--- src/design/pbhs_pkg.sv ---
package pbhs_pkg;

    localparam int LIMIT_W = 16;
    localparam int COUNT_W = LIMIT_W + 1;
    localparam int BYTE_W  = 8;

    localparam logic [LIMIT_W-1:0] LIMIT_RESET = 16'd10000;

    localparam logic MODE_SEND = 1'b0;
    localparam logic MODE_POLL = 1'b1;

    typedef enum logic [1:0] {
        PH_IDLE      = 2'd0,
        PH_WAIT_HIGH = 2'd1,
        PH_WAIT_LOW  = 2'd2
    } t_phase;

    typedef enum logic [1:0] {
        ST_IDLE    = 2'd0,
        ST_BUSY    = 2'd1,
        ST_SENT    = 2'd2,
        ST_TIMEOUT = 2'd3
    } t_status;

    typedef struct packed {
        logic              mode;
        logic [BYTE_W-1:0] data_byte;
        logic              ack_level;
    } t_item;

    typedef struct packed {
        logic [BYTE_W-1:0] data_lines;
        logic              select_control;
        t_status           status;
    } t_result;

endpackage

--- src/design/pbhs_item_if.sv ---
interface pbhs_item_if;
    logic       valid;
    logic       ready;
    logic       mode;
    logic [7:0] data_byte;
    logic       ack_level;

    modport source (output valid, mode, data_byte, ack_level, input ready);
    modport sink   (input valid, mode, data_byte, ack_level, output ready);
endinterface

--- src/design/pbhs_result_if.sv ---
interface pbhs_result_if;
    logic       valid;
    logic       ready;
    logic [7:0] data_lines;
    logic       select_control;
    logic [1:0] status;

    modport source (output valid, data_lines, select_control, status, input ready);
    modport sink   (input valid, data_lines, select_control, status, output ready);
endinterface

--- src/design/parallel_byte_handshake_sender.sv ---
// Channel   | Dir | Payload                                  | Taken when
// ----------+-----+------------------------------------------+-------------------------
// i_in      | in  | mode, data_byte, ack_level               | valid & ready
// o_out     | out | data_lines, select_control, status       | valid & ready
// i_cfg_*   | in  | timeout_limit (16 bit)                   | i_cfg_wr_en high
//
// One word per cycle while the skid is free; its result is registered into o_out.
// A two-entry output buffer (result register plus skid) keeps i_in.ready off
// the o_out.ready path, so input is taken while one result waits downstream.
// Synchronous active-low reset: idle, select released, data lines zero,
// limit 10000. Output stalls back up only once both buffer entries are full.
module parallel_byte_handshake_sender (
    input  logic                         i_clk,
    input  logic                         i_rst_n,
    pbhs_item_if.sink                    i_in,
    pbhs_result_if.source                o_out,
    input  logic                         i_cfg_wr_en,
    input  logic [pbhs_pkg::LIMIT_W-1:0] i_cfg_wr_data
);
    import pbhs_pkg::*;

    t_item   item;
    t_result ctrl_result;
    t_result out_result;
    logic    in_ready;
    logic    accept;

    // an input word is consumed only when the buffer has room for its result
    assign item   = '{mode: i_in.mode, data_byte: i_in.data_byte, ack_level: i_in.ack_level};
    assign accept = i_in.valid && in_ready;
    assign i_in.ready = in_ready;

    // handshake phases, poll counter and the held line values
    pbhs_ctrl u_ctrl (
        .i_clk         (i_clk),
        .i_rst_n       (i_rst_n),
        .i_accept      (accept),
        .i_item        (item),
        .i_cfg_wr_en   (i_cfg_wr_en),
        .i_cfg_wr_data (i_cfg_wr_data),
        .o_result      (ctrl_result)
    );

    // result register and skid stage
    pbhs_obuf u_obuf (
        .i_clk       (i_clk),
        .i_rst_n     (i_rst_n),
        .i_push      (accept),
        .i_result    (ctrl_result),
        .o_ready     (in_ready),
        .o_valid     (o_out.valid),
        .i_pop_ready (o_out.ready),
        .o_result    (out_result)
    );

    assign o_out.data_lines     = out_result.data_lines;
    assign o_out.select_control = out_result.select_control;
    assign o_out.status         = out_result.status;

endmodule

--- src/design/pbhs_ctrl.sv ---
module pbhs_ctrl (
    input  logic                         i_clk,
    input  logic                         i_rst_n,
    input  logic                         i_accept,
    input  pbhs_pkg::t_item              i_item,
    input  logic                         i_cfg_wr_en,
    input  logic [pbhs_pkg::LIMIT_W-1:0] i_cfg_wr_data,
    output pbhs_pkg::t_result            o_result
);
    import pbhs_pkg::*;

    t_phase             r_phase, n_phase;
    logic [COUNT_W-1:0] r_count, n_count;
    logic [BYTE_W-1:0]  r_data, n_data;
    logic               r_select, n_select;
    logic [LIMIT_W-1:0] r_limit;
    t_status            n_status;

    logic [COUNT_W-1:0] count_inc;
    logic               expired;
    logic               poll;

    assign count_inc = r_count + {{(COUNT_W-1){1'b0}}, 1'b1};
    assign expired   = count_inc > {1'b0, r_limit};
    assign poll      = (i_item.mode == MODE_POLL);

    // next phase
    always_comb begin
        n_phase = r_phase;
        if (i_accept) begin
            case (r_phase)
                PH_WAIT_HIGH: begin
                    if (poll) begin
                        if (i_item.ack_level) begin
                            n_phase = PH_WAIT_LOW;
                        end else if (expired) begin
                            n_phase = PH_IDLE;
                        end
                    end
                end
                PH_WAIT_LOW: begin
                    if (poll && (!i_item.ack_level || expired)) begin
                        n_phase = PH_IDLE;
                    end
                end
                default: begin
                    n_phase = poll ? PH_IDLE : PH_WAIT_HIGH;
                end
            endcase
        end
    end

    // datapath and status for the word in hand
    always_comb begin
        n_count  = r_count;
        n_data   = r_data;
        n_select = r_select;
        n_status = ST_IDLE;
        case (r_phase)
            PH_WAIT_HIGH: begin
                n_status = ST_BUSY;
                if (poll) begin
                    n_count = count_inc;
                    if (i_item.ack_level) begin
                        n_select = 1'b1;
                        n_count  = '0;
                    end else if (expired) begin
                        n_select = 1'b1;
                        n_count  = '0;
                        n_status = ST_TIMEOUT;
                    end
                end
            end
            PH_WAIT_LOW: begin
                n_status = ST_BUSY;
                if (poll) begin
                    n_count = count_inc;
                    if (!i_item.ack_level) begin
                        n_count  = '0;
                        n_status = ST_SENT;
                    end else if (expired) begin
                        n_select = 1'b1;
                        n_count  = '0;
                        n_status = ST_TIMEOUT;
                    end
                end
            end
            default: begin
                if (!poll) begin
                    n_data   = i_item.data_byte;
                    n_select = 1'b0;
                    n_count  = '0;
                    n_status = ST_BUSY;
                end
            end
        endcase
    end

    assign o_result = '{data_lines: n_data, select_control: n_select, status: n_status};

    always_ff @(posedge i_clk) begin
        if (!i_rst_n) begin
            r_phase  <= PH_IDLE;
            r_count  <= '0;
            r_data   <= '0;
            r_select <= 1'b1;
            r_limit  <= LIMIT_RESET;
        end else begin
            if (i_accept) begin
                r_phase  <= n_phase;
                r_count  <= n_count;
                r_data   <= n_data;
                r_select <= n_select;
            end
            if (i_cfg_wr_en) begin
                r_limit <= i_cfg_wr_data;
            end
        end
    end

endmodule

--- src/design/pbhs_obuf.sv ---
module pbhs_obuf (
    input  logic              i_clk,
    input  logic              i_rst_n,
    input  logic              i_push,
    input  pbhs_pkg::t_result i_result,
    output logic              o_ready,
    output logic              o_valid,
    input  logic              i_pop_ready,
    output pbhs_pkg::t_result o_result
);
    import pbhs_pkg::*;

    logic    r_out_v, r_skid_v;
    t_result r_out, r_skid;
    logic    drain;

    assign drain    = !r_out_v || i_pop_ready;
    assign o_ready  = !r_skid_v;
    assign o_valid  = r_out_v;
    assign o_result = r_out;

    always_ff @(posedge i_clk) begin
        if (!i_rst_n) begin
            r_out_v  <= 1'b0;
            r_skid_v <= 1'b0;
        end else if (drain) begin
            // skid full means no push this cycle
            r_out_v  <= r_skid_v || i_push;
            r_skid_v <= 1'b0;
        end else if (i_push) begin
            r_skid_v <= 1'b1;
        end
    end

    always_ff @(posedge i_clk) begin
        if (drain) begin
            r_out <= r_skid_v ? r_skid : i_result;
        end else if (i_push) begin
            r_skid <= i_result;
        end
    end

endmodule

--- src/flat_wrapper.sv ---
// flat-port wrapper written by rule: the top's interface ports become plain ports
module parallel_byte_handshake_sender_flat import pbhs_pkg::*;
  (i_clk, i_rst_n, i_cfg_wr_en, i_cfg_wr_data, i_in_valid, i_in_mode, i_in_data_byte, i_in_ack_level, i_in_ready, o_out_valid, o_out_data_lines, o_out_select_control, o_out_status, o_out_ready);
  pbhs_item_if i_in_i ();
  pbhs_result_if o_out_i ();
  input  logic i_clk;
  input  logic i_rst_n;
  input  logic i_cfg_wr_en;
  input  logic [pbhs_pkg::LIMIT_W-1:0] i_cfg_wr_data;
  input wire logic [$bits(i_in_i.valid)-1:0] i_in_valid;
  input wire logic [$bits(i_in_i.mode)-1:0] i_in_mode;
  input wire logic [$bits(i_in_i.data_byte)-1:0] i_in_data_byte;
  input wire logic [$bits(i_in_i.ack_level)-1:0] i_in_ack_level;
  output wire logic [$bits(i_in_i.ready)-1:0] i_in_ready;
  output wire logic [$bits(o_out_i.valid)-1:0] o_out_valid;
  output wire logic [$bits(o_out_i.data_lines)-1:0] o_out_data_lines;
  output wire logic [$bits(o_out_i.select_control)-1:0] o_out_select_control;
  output wire logic [$bits(o_out_i.status)-1:0] o_out_status;
  input wire logic [$bits(o_out_i.ready)-1:0] o_out_ready;
  assign i_in_i.valid = i_in_valid;
  assign i_in_i.mode = i_in_mode;
  assign i_in_i.data_byte = i_in_data_byte;
  assign i_in_i.ack_level = i_in_ack_level;
  assign i_in_ready = i_in_i.ready;
  assign o_out_valid = o_out_i.valid;
  assign o_out_data_lines = o_out_i.data_lines;
  assign o_out_select_control = o_out_i.select_control;
  assign o_out_status = o_out_i.status;
  assign o_out_i.ready = o_out_ready;
  parallel_byte_handshake_sender u_core (.i_clk(i_clk), .i_rst_n(i_rst_n), .i_in(i_in_i), .o_out(o_out_i), .i_cfg_wr_en(i_cfg_wr_en), .i_cfg_wr_data(i_cfg_wr_data));
endmodule
--- config.mk ---
export PLATFORM = sky130hd
export DESIGN_NAME = parallel_byte_handshake_sender_flat
export DESIGN_NICKNAME = d
export VERILOG_FILES = /design/src/design/pbhs_pkg.sv /design/src/design/pbhs_item_if.sv /design/src/design/pbhs_result_if.sv /design/src/design/parallel_byte_handshake_sender.sv /design/src/design/pbhs_ctrl.sv /design/src/design/pbhs_obuf.sv /design/src/flat_wrapper.sv
export SDC_FILE = /design/constraint.sdc
export NUM_CORES = 1
export LEC_CHECK = 0
export BUFFER_PORTS_ARGS = -buffer_cell sky130_fd_sc_hd__buf_2
export CAP_MARGIN = 20
export CORE_UTILIZATION = 50
export CTS_CLUSTER_SIZE = 24
export DETAILED_ROUTE_END_ITERATION = 8
export PLACE_DENSITY = 0.7
export SYNTH_ARGS = -nofsm -noshare
export SYNTH_HDL_FRONTEND = slang
export SYNTH_HIERARCHICAL = 1
export SYNTH_SLANG_ARGS = --single-unit
export TNS_END_PERCENT = 20
--- constraint.sdc ---
create_clock -name i_clk -period 8.2 [get_ports i_clk]
set_input_delay 0.41 -clock i_clk [delete_from_list [all_inputs] [get_ports i_clk]]
set_output_delay 0.41 -clock i_clk [all_outputs]
set_load 0.03 [all_outputs]
# [After elaboration in Yosys (flattened, before gate mapping)]
# Cells that the tools add are included.
[word_totals] inputBits=31 ff_bits=68 elab_cells=66
[op_classes] bitwise=2 n_eq_ne=7 n_reduce_logical=13 n_mux=29 n_addsub=1 magnitude_cmp=1
[ops] operator="$mux 17" n=6
[ops] operator="$pmux 17 s2" n=1
[ops] operator="$mux 2" n=9
[ops] operator="$add 17x1->17 const B" n=1
[ops] operator="$gt 17x16->1" n=1
[ops] operator="$mux 8" n=2
[ops] operator="$mux 11" n=1
[ops] operator="$pmux 2 s2" n=2
[ops] operator="$reduce_and 4->1" n=2
[ops] operator="$mux 1" n=7
[ops] operator="$ne 2x2->1 const B" n=3
[ops] operator="$reduce_or 2->1" n=2
[ops] operator="$logic_not 1->1" n=3
[ops] operator="$logic_or 1x1->1" n=3
[ops] operator="$ne 3x1->1 const B" n=1
[ops] operator="$ne 3x3->1 const B" n=1
[ops] operator="$eq 2x1->1 const B" n=1
[ops] operator="$eq 2x2->1 const B" n=1
[ops] operator="$logic_and 1x1->1" n=2
[ops] operator="$not 1->1" n=2
[ops] operator="$pmux 1 s2" n=1
[ops] operator="$reduce_and 2->1" n=1

# [Depth between registers and ports, before layout]
[logic_depth] word_depth=7 mapped_depth=14 depth_no_buf=14

# [Cells and area by module]
# Netlist, hierarchy kept.
[modules_own_cells] mod="pbhs_ctrl" seq_area_each_um2=880.8 cells_each=295 n_inst=1 area_each_um2=2651.3
[modules_own_cells] mod="pbhs_obuf" seq_area_each_um2=700.7 cells_each=43 n_inst=1 area_each_um2=879.6
[modules_own_cells] mod="parallel_byte_handshake_sender" seq_area_each_um2=0.0 cells_each=1 n_inst=1 area_each_um2=6.3

# [Worst setup path before layout]
# OpenSTA, ideal clock, no wires.
[synth_timing] path_kind="flip-flop to flip-flop" start="register u_core.u_ctrl.r_count[0]" end="register u_core.u_obuf.r_out, in the netlist u_core/u_obuf/o_result[2], data pin" t_arrival_ns=2.817 setup_slack_ns=5.123 t_required_ns=7.940 setup_ns=0.260 period_less_slack_ns=3.077 stages_incl_launch_ff=15 path_cell_list="dfxtp_1 -> ha_1 -> nand3_1 -> nor2_1 -> nand3_1 -> xnor2_1 -> ha_1 -> nand4_1 -> nor2_1 -> a41oi_4 -> a21bo_2 -> a311oi_1 -> o21bai_1 -> buf_4 -> mux2_2"
[synth_via] elab_chain_len=7
[synth_rtl] item="start, declared" line="pbhs_ctrl.sv:13" text="logic [COUNT_W-1:0] r_count, n_count;"
[synth_rtl] item="start signal, assigned" line="pbhs_ctrl.sv:111" text="r_count <= n_count;"
[synth_rtl] item="$add 17x1->17 (*)" line="pbhs_ctrl.sv:23" text="assign count_inc = r_count + {{(COUNT_W-1){1'b0}}, 1'b1};"
[synth_rtl] item="$gt 17x16->1 (*)" line="pbhs_ctrl.sv:24" text="assign expired = count_inc > {1'b0, r_limit};"
[synth_rtl] item="$mux 1 (*)" line="pbhs_ctrl.sv:67, pbhs_ctrl.sv:81"
[synth_rtl] item="$mux 1 (on tied branches)" line="pbhs_ctrl.sv:78, pbhs_ctrl.sv:64"
[synth_rtl] item="$mux 1 (on tied branches)" line="pbhs_ctrl.sv:76, pbhs_ctrl.sv:62"
[synth_rtl] item="$pmux 1 s2 (*)" line="pbhs_ctrl.sv:59" text="case (r_phase)"
[synth_rtl] item="named net u_core.u_ctrl.n_select" line="pbhs_ctrl.sv:15" text="logic r_select, n_select;"
[synth_rtl] item="$mux 11 (*)" line="pbhs_obuf.sv:37" text="r_out <= r_skid_v ? r_skid : i_result;"
[synth_rtl] item="end signal, assigned" line="pbhs_obuf.sv:37"
[synth_rtl] item="end, declared" line="pbhs_obuf.sv:14" text="t_result r_out, r_skid;"
# The timed path passes the listed nets; every way through them passes the cells marked *.
# A chain may end at the register's enable or synchronous reset.

==> out/results.ini <==
[outcome]
outcome = complete, no violations

[routing]
routedWlPerCell_um = 14.4
highest_layer = met4
vias_per_cell = 5.33
met1Wirelength_um = 3240
num_vias = 2559
ant_nets = 0
dr_wl_met2_um = 3340
drt_iter0_drc = 131
wl_met3_um = 210
drc = 0
finalWirelength_um = 6900
first_pass_iters = 4

[synthesis]
ys_seq_area_frac = 0.447
synth_enable_flop_cells = 22
synth_area_leaders = dfxtp_1 26%, edfxtp_1 19%, ha_1 6.7%
ys_warn_count = 6
synthArstFlopShare = 0
avgSynthCellArea_um2 = 10.4
synth_seq_cells = 68
synth_area_um2 = 3540
yosysTopAreaCell = dfxtp_1
synthFlopType = dfxtp_1
synth.net_count = 389
yosysTopAreaCellShare = 0.260
netlist_instances = 339
synth.distinct_cells = 57

[worst_setup_path]
critPathSlowestCell = dfxtp_1
crit_path_end_kind = flip-flop
rr_worst_depth = 13
rrSetupSlack_ns = 4.77
cp_max_fo = 5
timing.rr.end = u_core/u_obuf/o_result[2]
cp.required_ns = 8.43
worstSetupPathType = flip-flop to flip-flop
slowest_delay_ns = 0.41
reg2reg_from = u_core/u_ctrl/r_count[0]
path_delay_family = compound AO/OA/AOI/OAI gates
start_kind = flip-flop
path_buf_inv = 0
path_cells = ha_1, nand3_1, nor2_1, nand3_1, xnor2_1, ha_1, nand4_1, nor2_1, a41oi_4, a21bo_2, a311oi_1, o21bai_1, mux2_2
arrival_ns = 3.66

[floorplanning]
core.rowCount = 30
start_util = 0.518
die-area_um2 = 7410
coreArea_um2 = 6830
die_w_um = 86.1
die_h_um = 86.1
pin_count = 44

[final_layout]
post-route-cell-area_um2 = 4080
n_antenna_cell = 0
fill_cells = 600
area_growth_pct = 15.3
fin_nets = 429
drive_gt1_frac = 0.240

[timing]
maxSlewViolCount = 0
layout_setup_ws_ns = 4.77
fin_tns_setup_ns = 0
min_period_ns = 3.43
setup_viol = 0
finalHoldViolCount = 0
tightest_slew_ns = 1.02
clock_skew_ns = 0.0105
fin_crit_sh = 0.418
rsz0062_at_grt = false
max_freq_ghz = 0.292
maxSlewHeadroom = 0.318

[place]
gp_congestion = 0.838
port_buffers = 43
post_dp_cell_area_um2 = 3780
place_ws_ns = 4.54
hpwlAfterDp_um = 4760

[clock_tree]
cts.clk_slew.worst_paths_ns = 0.07
post-cts-setup-buffers = 0
hold_buffers = 0
numCtsBuffers = 9
cts-root-buf = clkbuf_8
cts_tree = done
clock-sinks = 68
htreeDepth = 3
ctsResizeCount = 0
insertion_delay_ns = 0.36
clockBufferDepth = 2

[power_and_ir_drop]
ir_worst_vdd_v = 0.000143
power.total_uw = 831
p_per_area_nw_per_um2 = 204
cellLeakagePower_nw = 1.76

[grt]
grt_pass1_vias = 2355
track_usage = 0.198
antenna_found_initial = 0
overflow = 0
grt_max_degree = 36
grt_first_pass_wirelength_um = 11100

[min_path]
min_path_cells = 3
hold_end = u_core/u_ctrl/r_limit[8]
hold_class = primary input to flip-flop
min_from = i_cfg_wr_data[8]

[flow_run]
maxCapViolCount = 0

[layer usage]
layer	track usage	vias up
met4	0.0727	0
met1	0.256	1231
met3	0.0577	9
met2	0.315	31
met5	0	-
li1	-	1288
[cell type report]
type | count | area [um2] | share of cell area
multi-input cells | 231 | 1770 | 0.433
clock buffers | 10 | 128 | 0.0313
clock inverters | 6 | 138 | 0.0338
flip-flops and latches | 68 | 1580 | 0.388
well taps | 96 | 120 | 0.0295
inverters | 23 | 86.3 | 0.0212
repair buffers | 46 | 258 | 0.0632
[synth_stat cells (2+ instances only)]
library cell and count:
nor3_1 3, a21oi_1 9, xor2_1 8, nand2_1 14
inv_1 22, buf_1 2, o21ai_1 3, a22oi_2 5
nor2b_1 2, clkbuf_1 8, and3_1 6, o21ai_0 4
nand3_1 13, dfxtp_1 46, nand4_1 6, edfxtp_1 22
buf_2 2, nor2_1 49, buf_6 3, o211ai_1 5
mux2_2 11, ha_1 19, a22oi_1 8, a211oi_2 2
mux2_1 8, xnor2_1 7, mux2i_1 21, o31ai_1 2
[state kept, by name, indices dropped and copies added, names as in the netlist]
| signal | flops |
|---|---|
| u_core/u_ctrl/r_count | 17 |
| u_core/u_ctrl/r_data | 8 |
| u_core/u_ctrl/r_limit | 16 |
| u_core/u_ctrl/r_phase | 2 |
| u_core/u_ctrl/r_select | 1 |
| u_core/u_obuf/o_result | 11 |
| u_core/u_obuf/o_valid | 1 |
| u_core/u_obuf/r_skid | 11 |
| u_core/u_obuf/r_skid_v | 1 |
[worst reg2reg max path: stages (launching register included)]
cell and delay [ns]:
dfxtp_1 0.41, ha_1 0.26, nand3_1 0.14, nor2_1 0.27, nand3_1 0.14, xnor2_1 0.28, ha_1 0.32, nand4_1 0.15
nor2_1 0.10, a41oi_4 0.29, a21bo_2 0.28, a311oi_1 0.32, o21bai_1 0.18, mux2_2 0.17
[placed cells by master (no fill, tap or decap), types with 5 or more instances in the layout]
master and n:
dfxtp_1 46, nand2_1 14, clkbuf_8 9, buf_2 43, and3_1 6, a22oi_1 8, a21oi_1 9, o211ai_1 5
mux2_2 11, inv_1 22, nand4_1 6, nor2_1 49, ha_1 19, nand3_1 13, edfxtp_1 22, a22oi_2 5
mux2_1 8, xnor2_1 7, mux2i_1 21, xor2_1 8
[cell families (layout without fill, tap and decap cells)]
family,after synthesis,after routing,share of synthesized area
AOI/OAI and AO/OA,53,53,0.131
xor gates and xnor gates,16,16,0.0417
adders and majority gates,19,19,0.0672
buffers and inverters,40,85,0.0534
DFF,68,68,0.447
muxes,40,40,0.120
and+or+nand+nor,103,103,0.140
[where the power goes]
group          total [mW]  switching (mW)  internal, mW
combinational      0.0923          0.0573        0.0351
clock               0.366           0.132         0.234
sequential          0.372         0.00608         0.366
total               0.831           0.196         0.635
[metrics by stage]
stage / util / hold slack [ns] / instances
final: 0.597 / 0.277 / 480
after global routing: 0.597 / 0.280 / 480
after CTS: 0.592 / 0.270 / 478
after detailed placement: 0.553 / 0.476 / 462
after global placement: 0.553 / 0.466 / 462
after floorplan: - / 0.453 / 339
[how the worst max path moves through the flow]
stage	startpoint	endpoint	depth (start not counted)	slack, ns
6_report	u_core/u_ctrl/r_count[0]	u_core/u_obuf/o_result[2]	13	4.77
5_1_grt	u_core/u_ctrl/r_count[3]	u_core/u_obuf/o_result[2]	13	4.52
4_1_cts	u_core/u_ctrl/r_count[0]	u_core/u_ctrl/r_count[0]	13	4.46
3_5_place_dp	u_core/u_ctrl/r_count[0]	u_core/u_ctrl/r_count[6]	13	4.54
3_3_place_gp	u_core/u_ctrl/r_count[0]	u_core/u_ctrl/r_count[5]	13	4.70
2_1_floorplan	u_core/u_ctrl/r_count[0]	u_core/u_obuf/o_result[2]	14	5.12
Note: power is estimated with default switching activity, not from simulation.
